==> config.mk <==
export PLATFORM = sky130hd
export DESIGN_NAME = tss_window_match
export DESIGN_NICKNAME = d
export VERILOG_FILES = /design/src/sv/tss_pkg.sv /design/src/sv/tss_window_match.sv
export SDC_FILE = /design/constraint.sdc
export NUM_CORES = 1
export LEC_CHECK = 0
export BUFFER_PORTS_ARGS = -buffer_cell sky130_fd_sc_hd__clkbuf_2
export CAP_MARGIN = 20
export CORE_ASPECT_RATIO = 1.75
export CORE_MARGIN = 10
export CORE_UTILIZATION = 43
export DETAILED_ROUTE_END_ITERATION = 6
export PLACE_DENSITY = 0.81
export SYNTH_ARGS = -nofsm -noshare
export SYNTH_HDL_FRONTEND = slang
export SYNTH_SLANG_ARGS = --single-unit
==> constraint.sdc <==
create_clock -name vclk -period 2.3
set_clock_uncertainty 0.2 [all_clocks]
set_input_delay 0.46 -clock vclk [all_inputs]
set_output_delay 0.46 -clock vclk [all_outputs]
set_load 0.05 [all_outputs]
==> src/sv/tss_pkg.sv <==
// shared types, codes and helpers for the tss window overlap scan block
// no dependencies; imported by every module of the block
`timescale 1ns / 1ps
`default_nettype none

package tss_pkg;

  // default table capacity
  localparam int unsigned MAX_GENES_DEF = 4096;

  // window length after reset
  localparam logic [19:0] EXT_RESET = 20'd1000;

  // command codes
  localparam logic [1:0] CMD_LOAD   = 2'd0;
  localparam logic [1:0] CMD_QUERY  = 2'd1;
  localparam logic [1:0] CMD_REPORT = 2'd2;

  // result kinds
  localparam logic RK_QUERY  = 1'b0;
  localparam logic RK_REPORT = 1'b1;

  // report categories
  localparam logic [2:0] CAT_ALL    = 3'd0;
  localparam logic [2:0] CAT_CODING = 3'd1;
  localparam logic [2:0] CAT_PSEUDO = 3'd2;
  localparam logic [2:0] CAT_RNA    = 3'd3;
  localparam logic [2:0] CAT_OTHER  = 3'd4;

  // counter limits
  localparam logic [12:0] CNT13_MAX = 13'h1fff;
  localparam logic [31:0] CNT32_MAX = 32'hffff_ffff;

  // request payload
  typedef struct packed {
    logic [1:0]  command;
    logic [7:0]  chrom_id;
    logic [27:0] tss_position;
    logic        forward_strand;
    logic [1:0]  gene_kind;
    logic [27:0] site_start;
    logic [27:0] site_end;
  } req_t;

  // result payload
  typedef struct packed {
    logic        result_kind;
    logic        genic;
    logic [11:0] match_index;
    logic [2:0]  category;
    logic [12:0] genes_hit;
    logic [12:0] genes_total;
    logic [31:0] sites_total;
    logic [31:0] sites_genic;
    logic [31:0] sites_intergenic;
    logic        last;
  } rsp_t;

  // one gene record as held in the table
  typedef struct packed {
    logic [7:0]  chrom;
    logic [27:0] tss;
    logic        fwd;
    logic [1:0]  kind;
    logic        hit;
  } rec_t;

  // query bounds, precomputed once per site
  typedef struct packed {
    logic [7:0]         chrom;
    logic [27:0]        s0;        // site start
    logic [27:0]        s1;        // site end
    logic [28:0]        s1_ext;    // site end + window length
    logic signed [28:0] s0_ext;    // site start - window length, may go negative
  } bound_t;

  function automatic logic [12:0] sat13_inc(input logic [12:0] v);
    return (v != CNT13_MAX) ? v + 13'd1 : v;
  endfunction

  function automatic logic [31:0] sat32_inc(input logic [31:0] v);
    return (v != CNT32_MAX) ? v + 32'd1 : v;
  endfunction

  function automatic logic [12:0] sat13_of32(input logic [31:0] v);
    return (v > 32'(CNT13_MAX)) ? CNT13_MAX : v[12:0];
  endfunction

  function automatic logic [11:0] idx12(input logic [31:0] v);
    return v[11:0];
  endfunction

endpackage

`default_nettype wire

==> src/sv/tss_window_match.sv <==
// promoter window overlap test of one table record against a site
// depends on tss_pkg for the record and bound types
`timescale 1ns / 1ps
`default_nettype none

module tss_window_match (
  input  wire tss_pkg::rec_t   rec_i,
  input  wire tss_pkg::bound_t bnd_i,
  output logic                 match_o
);
  import tss_pkg::*;

  logic [28:0]        tss_ext;
  logic signed [28:0] tss_s;
  logic               fwd_ok;
  logic               rev_ok;

  assign tss_ext = {1'b0, rec_i.tss};
  assign tss_s   = $signed(tss_ext);

  // forward: [tss - ext, tss]; tss - ext <= end  <=>  tss <= end + ext
  assign fwd_ok = (tss_ext <= bnd_i.s1_ext) && (rec_i.tss >= bnd_i.s0);

  // reverse: [tss, tss + ext]; tss + ext >= start  <=>  tss >= start - ext
  assign rev_ok = (rec_i.tss <= bnd_i.s1) && (tss_s >= bnd_i.s0_ext);

  assign match_o = (rec_i.chrom == bnd_i.chrom) && (rec_i.fwd ? fwd_ok : rev_ok);

endmodule

`default_nettype wire

# Word level (Yosys, flattened, before mapping)
# Cells that the tools add are included.
# Widths: inputs -> output; s select.
op_classes:
  shift: 0
  n_bitwise: 0
  n_addsub: 0
  mux: 1
  n_lt_le_gt_ge: 4
  n_div: 0
  eq_ne: 1
  mul: 0
  reduce_logical: 3
op_table:
  columns: ["cell", "n"]
  rows:
  - ["$ge 29x29->1", 1]
  - ["$le 28x29->1", 1]
  - ["$ge 28x28->1", 1]
  - ["$le 28x28->1", 1]
  - ["$eq 8x8->1", 1]
  - ["$logic_and 1x1->1", 3]
  - ["$mux 1", 1]
totals:
  inputBits: 162
  romBits: 0
  ramBits: 0
  elab_cells: 9
  latchBits: 0
  n_memories: 0
  out_inout_bits: 1
  reg_bits: 0

# Logic depth before layout (Yosys ltp)
# Gate-level depths: netlist (run 1).
depth:
  ltp_word: 4
  mapped_depth: 8
  ltp_nobuf: 8

# Least setup slack after synthesis (run 1)
# No wires, ideal clock.
synth_path:
  path_kind: "input-to-output"
  from: "in bnd_i[55] (netlist bit)"
  to: "out match_o"
  t_arrival_ns: 2.884
  cell_stages: 8
  required_time_ns: 1.640
  n_path_buf: 0
  setup_slack_ns: -1.244
  cell_sequence: "inv_1 -> ha_1 -> nand4b_4 -> nor4_2 -> nor3b_2 -> and2_1 -> o2111ai_1 -> o32ai_1"
synth_via:
  elab_chain_len: 4
synth_rtl:
  columns: ["element", "line_no", "source"]
  rows:
  - ["start, declared", "tss_window_match.sv:8", "input wire tss_pkg::bound_t bnd_i,"]
  - ["$le 28x29->1", "tss_window_match.sv:22", "assign fwd_ok = (tss_ext <= bnd_i.s1_ext) && (rec_i.tss >= bnd_i.s0);"]
  - ["$logic_and 1x1->1", "tss_window_match.sv:22", null]
  - ["$mux 1", "tss_window_match.sv:27", "assign match_o = (rec_i.chrom == bnd_i.chrom) && (rec_i.fwd ? fwd_ok : rev_ok);"]
  - ["$logic_and 1x1->1", "tss_window_match.sv:27", null]
  - ["end, declared", "tss_window_match.sv:9", "output logic match_o"]
# No other way between the ends.

# Worst setup path after layout (run 1)
layout_path:
  from: "in rec_i[31] (netlist bit)"
  to: "out match_o"
layout_via:
  elab_chain_len: 4
  word_cells_on_any_way: 8
  cone_classes: "4 x order compare; 1 x mux; 3 x reduce/logical"
layout_rtl:
  columns: ["element", "line_no", "source"]
  rows:
  - ["start, declared", "tss_window_match.sv:7", "input wire tss_pkg::rec_t rec_i,"]
  - ["$ge 29x29->1 (tied with other cells)", "tss_window_match.sv:25", "assign rev_ok = (rec_i.tss <= bnd_i.s1) && (tss_s >= bnd_i.s0_ext);"]
  - ["$logic_and 1x1->1, on equally long branches", "tss_window_match.sv:25, tss_window_match.sv:22", null]
  - ["$mux 1 (*)", "tss_window_match.sv:27", null]
  - ["$logic_and 1x1->1 (*)", "tss_window_match.sv:27", null]
# Mark *: on every way between the ends. The rest lies on a longest branch, timed or not.

==> impl_results.md, run 1 <==
- Pwr dens: 170 nW/um2
- Area leader, netlist: ha_1
- Commonest non-fill, non-tap cell in the layout: clkbuf_2
- Share of the synthesized area in the top cell type: 47.5%
- Gr usage total: 19.4%
- Drt drc: 0
- Total power: 771 uW
- LEAKAGE: 0.00279 uW
- Syn avg cell area: 7.19 um2
- FFs & Latches: 0
- Largest net degree at the start of global routing: 5
- Area Growth Syn to Fin: 53.4%
- Pre-antenna DRT Iters: 5
- Status: complete, but fails checks
- Syn_nets: 684
- Row count: 39
- Tightest Pin Transition: 0.437 ns
- Ant diodes: 0
- Critical Path Start: rec_i[31]
- Max cap viols: 0
- Top post-synthesis cells by area: ha_1 48%, inv_1 15%, a21oi_1 6.4%, nand2_1 3.8%, nand4_1 2.5%
- Unique masters post-synth: 43
- # setup viols final: 1
- Final Cycle Share: 130%
- Cells after Synth: 410
- Final wirelength: 10.7 mm
- Seq/Total Area, Yosys: 0%
- Clk_buf instances: 0
- Die Wd: 82.6 um
- Worst setup SP type: input pin
- CP arrival: 2.33 ns
- Post-CTS setup buffers: 0
- Max-slew violations: 0
- RSZ-0062 raised after global routing: true
- Relative slew slack: 70.1%
- Violated checks: negative setup slack
- Die Y: 130 um
- Worst setup EP type: primary output
- Share of cells above drive strength 1: 39.2%
- Crit path max fanout: 4
- Vias: 3594
- Multiplexer area fraction after synthesis: 0%
- Placer Congestion: 0.846
- Filler cells: 548
- Tmin final: 2.99 ns
- Fmax: 0.335 GHz
- Die Area: 10700 um2
- CP Data Required Time: 1.64 ns
- Yosys warning count: 0
- Crit Path Category: input pin to primary output
- Initial Util: 44.8%
- Synth Area in Compound Gates: 18.5%
- DP Wirelength: 10.0 mm
- Synth Area in XOR/XNOR: 2.38%
- Fin Setup TNS: -0.686 ns
- Hold buffers post-CTS: 0
- Fin nets: 894
- Largest family of logic cells by synthesized area: adder cells
- Initial antenna violation count: 0
- Register area: 0 um2
- Hold Crit Class: input pin to primary output
- Initial DRC count: 76
- Design area: 4520 um2
- Final Hold Viols: 0
- I/O pin total: 163
- GR Overflow Total: 0
- Antenna Nets Post-Route: 0
- Global-route wire length before repair: 17.0 mm
- Worst vdd ir: 0.0882 mV
- Vias in the first global route: 4027
- Post-Synth Simple-Gate Area: 16.9%
- Post-Syn Area: 2950 um2
- Placed inst area: 4360 um2
- Synth Area in Adders: 47.5%
- Per-cell routed wire length: 15.2 um
- IO buf count: 160
- Most frequent cells in the layout: 155 x clkbuf_2, 110 x inv_1, 103 x ha_1, 48 x buf_4, 37 x a21oi_1
- Vias per cell: 5.13
- Area of the multi-input gates: 2760 um2
- Worst Slack Setup Final: -0.686 ns
- CP endpoint: match_o
- Core area: 6590 um2
[Yosys cell counts (all sizes together) (2+ instances only)]
library cell / count
o21ai: 14
nand2b: 3
nand3: 12
a211o: 3
inv: 115
a31oi: 2
nor2: 7
a2111oi: 2
nor4: 6
a211oi: 7
xor2: 8
and4: 2
nor2b: 3
a21oi: 38
nand4: 13
nor3: 3
nand4b: 2
a21o: 6
a221oi: 5
nand2: 30
ha: 112
[cell families (layout without fill, tap and decap cells)]
group / after synthesis / count (layout)
fa+ha+maj: 112 / 112
simple gates: 87 / 87
compound gates: 88 / 88
buf+inv: 115 / 323
xor+xnor: 8 / 8
[worst min path at each step]
stage	to	slack, ns	from	depth (start not counted)
after floorplan	match_o	0.95	rec_i[3]	2
after global placement	match_o	1.15	rec_i[3]	4
after detailed placement	match_o	1.15	rec_i[3]	4
after CTS	match_o	1.14	rec_i[3]	4
after global routing	match_o	1.15	rec_i[3]	4
final	match_o	1.13	rec_i[3]	4
[metal layers]
| layer | share of wire (%) | wire length [um] | track usage (%) |
|---|---|---|---|
| met5 | 0 | 0 | 0 |
| met4 | 3.6 | 388 | 5.14 |
| met3 | 8.1 | 859 | 3.74 |
| met2 | 57 | 6050 | 40.7 |
| met1 | 32 | 3360 | 17.2 |
[layout make-up]
class	instances	area share (%)
Multi-Input combinational cell	295	61.0
Tap cell	82	2.27
Timing Repair Buffer	208	26.9
Inverter	115	9.87
[stage by stage]
stage / util [%] / hold slack [ns] / cells / setup WS, ns
global route: 68.7 / 1.15 / 700 / -0.782
floorplan: - / 0.948 / 410 / -0.504
detailed placement: 66.2 / 1.15 / 700 / -0.907
CTS: 68.1 / 1.14 / 700 / -0.706
finish: 68.7 / 1.13 / 700 / -0.686
global placement: 66.2 / 1.15 / 700 / -0.867
[power breakdown]
group          internal [uW]  switching (uW)
clock                      0               0
combinational            393             377
sequential                 0               0
total                    393             377
[critical path, cell delays in order]
cell and delay (ns):
clkbuf_16 0.13, ha_4 0.28, nand4b_4 0.13, nor4_4 0.31
nor3b_4 0.25, and2_4 0.19, o2111ai_4 0.12, o32ai_4 0.28
buf_12 0.18
[repair_timing]
item | 4_1_cts | 5_1_grt
pin swaps | 8 | 6
resized for setup | 23 | 10
endpoints found under the setup margin | 1 | 1
endpoints found under the hold margin | 0 | 0
Power figures use the tool's default switching activity.
==> run 2, diff against run 1 <==
--- a/config.mk
+++ b/config.mk
@@ -11,3 +11,3 @@
 export CORE_MARGIN = 10
-export CORE_UTILIZATION = 43
+export CORE_UTILIZATION = 45
 export DETAILED_ROUTE_END_ITERATION = 6
==> constraint.sdc (replaced) <==
create_clock -name vclk -period 3.36
set_clock_uncertainty 0.2 [all_clocks]
set_input_delay 0.336 -clock vclk [all_inputs]
set_output_delay 0.336 -clock vclk [all_outputs]
set_load 0.05 [all_outputs]
==> impl_results.md, run 2 (synthesized netlist as in run 1, its figures left out) <==
- Share of cells above drive strength 1: 29.1% (was 39.2%)
- Final wirelength: 9.60 mm (was 10.7 mm)
- Initial antenna violation count: 0 (unchanged)
- Worst setup SP type: input pin (unchanged)
- Fin nets: 846 (was 894)
- Critical Path Slowest Stage Cell: o41ai_1 (was nor4_4)
- Initial Util: 45.8% (was 44.8%)
- Placer Congestion: 0.855 (was 0.846)
- Clk_buf instances: 0 (unchanged)
- Max cap viols: 0 (unchanged)
- Tmin final: 3.11 ns
- CP Data Required Time: 2.82 ns (was 1.64 ns)
- Largest net degree at the start of global routing: 5 (unchanged)
- CP arrival: 2.57 ns (was 2.33 ns)
- Buf/Inv on CP: 2 (unchanged)
- Pwr dens: 109 nW/um2 (was 170 nW/um2)
- Gr usage total: 18.2% (was 19.4%)
- Final Hold Viols: 0 (unchanged)
- DP Wirelength: 9.25 mm (was 10.0 mm)
- Die Area: 10300 um2 (was 10700 um2)
- LEAKAGE: 0.00250 uW (was 0.00279 uW)
- Most frequent cells in the layout: 160 x clkbuf_2, 115 x inv_1, 112 x ha_1, 38 x a21oi_1, 30 x nand2_1 (was 155 x clkbuf_2, 110 x inv_1, 103 x ha_1, 48 x buf_4, 37 x a21oi_1)
- Placed inst area: 3850 um2 (was 4360 um2)
- Vias in the first global route: 3715 (was 4027)
- Core area: 6440 um2 (was 6590 um2)
- IO buf count: 160 (unchanged)
- Hold Crit Class: input pin to primary output (unchanged)
- FFs & Latches: 0 (unchanged)
- Pre-antenna DRT Iters: 4 (was 5)
- Fin Setup TNS: 0 ns (was -0.686 ns)
- Global-route wire length before repair: 15.7 mm (was 17.0 mm)
- CP Cell Sequence: clkbuf_2 -> ha_1 -> and3_1 -> a211oi_1 -> a211oi_1 -> o41ai_1 -> a21oi_1 -> o32ai_1 -> clkbuf_2 (was clkbuf_16 -> ha_4 -> nand4b_4 -> nor4_4 -> nor3b_4 -> and2_4 -> o2111ai_4 -> o32ai_4 -> buf_12)
- Crit Path Category: input pin to primary output (unchanged)
- Crit path max fanout: 4 (unchanged)
- Worst vdd ir: 0.0446 mV (was 0.0882 mV)
- Largest stage delay, worst path: 0.40 ns (was 0.31 ns)
- # setup viols final: 0 (was 1)
- CP top delay family: compound AO/OA/AOI/OAI gates (was simple AND/OR/NAND/NOR gates)
- Final Cycle Share: 92.5%
- Max-slew violations: 0 (unchanged)
- Tightest Pin Transition: 0.401 ns (was 0.437 ns)
- Die Y: 127 um (was 130 um)
- Post-CTS Resized: 0 (was 23)
- Per-cell routed wire length: 14.7 um (was 15.2 um)
- I/O pin total: 163 (unchanged)
- Post-CTS setup buffers: 0 (unchanged)
- Worst setup EP type: primary output (unchanged)
- Row count: 39 (unchanged)
- GR Overflow Total: 0 (unchanged)
- Status: complete, no violations (was complete, but fails checks)
- Hold buffers post-CTS: 0 (unchanged)
- Commonest non-fill, non-tap cell in the layout: clkbuf_2 (unchanged)
- RSZ-0062 raised after global routing: false (was true)
- Ant diodes: 0 (unchanged)
- Fmax: 0.322 GHz
- Die Wd: 81.2 um (was 82.6 um)
- Vias per cell: 5.17 (was 5.13)
- Design area: 3850 um2 (was 4520 um2)
- Antenna Nets Post-Route: 0 (unchanged)
- Register area: 0 um2 (unchanged)
- Area Growth Syn to Fin: 30.6% (was 53.4%)
- Vias: 3369 (was 3594)
- Drt drc: 0 (unchanged)
- Relative slew slack: 72.6% (was 70.1%)
- Initial DRC count: 61 (was 76)
## run 2: metrics by stage
stage	power, uW	util [%]	std cells	hold WS, ns	setup WS (ns)
global placement	401	59.8	652	0.948	0.305
CTS	425	59.8	652	0.959	0.232
floorplan	242	-	410	0.836	0.0642
global route	490	59.8	652	0.998	0.0813
finish	420	59.8	652	0.956	0.252
detailed placement	422	59.8	652	0.959	0.262
## run 2: final cells by class
| class | count | area (um2) |
|---|---|---|
| fillers | 635 | 2590 |
| multi-input cells | 295 | 2520 |
| repair buffers | 160 | 801 |
| inverters | 115 | 432 |
| well taps | 82 | 103 |
## run 2: final timing paths
check	startpoint	endpoint	cells past startpoint
hold / removal	rec_i[3]	match_o	4
setup / recovery	rec_i[8]	match_o	9
## run 2: per-layer routing
layer  GRT usage [%]  part of all wire (%)
met5               0                     0
met4            7.06                   4.3
met3            4.35                   8.5
met2            37.0                    56
met1            15.8                    31
## run 2: power breakdown
part / total, uW / switching (uW) / internal [uW]
logic: 420 / 217 / 202
clock network: 0 / 0 / 0
registers: 0 / 0 / 0
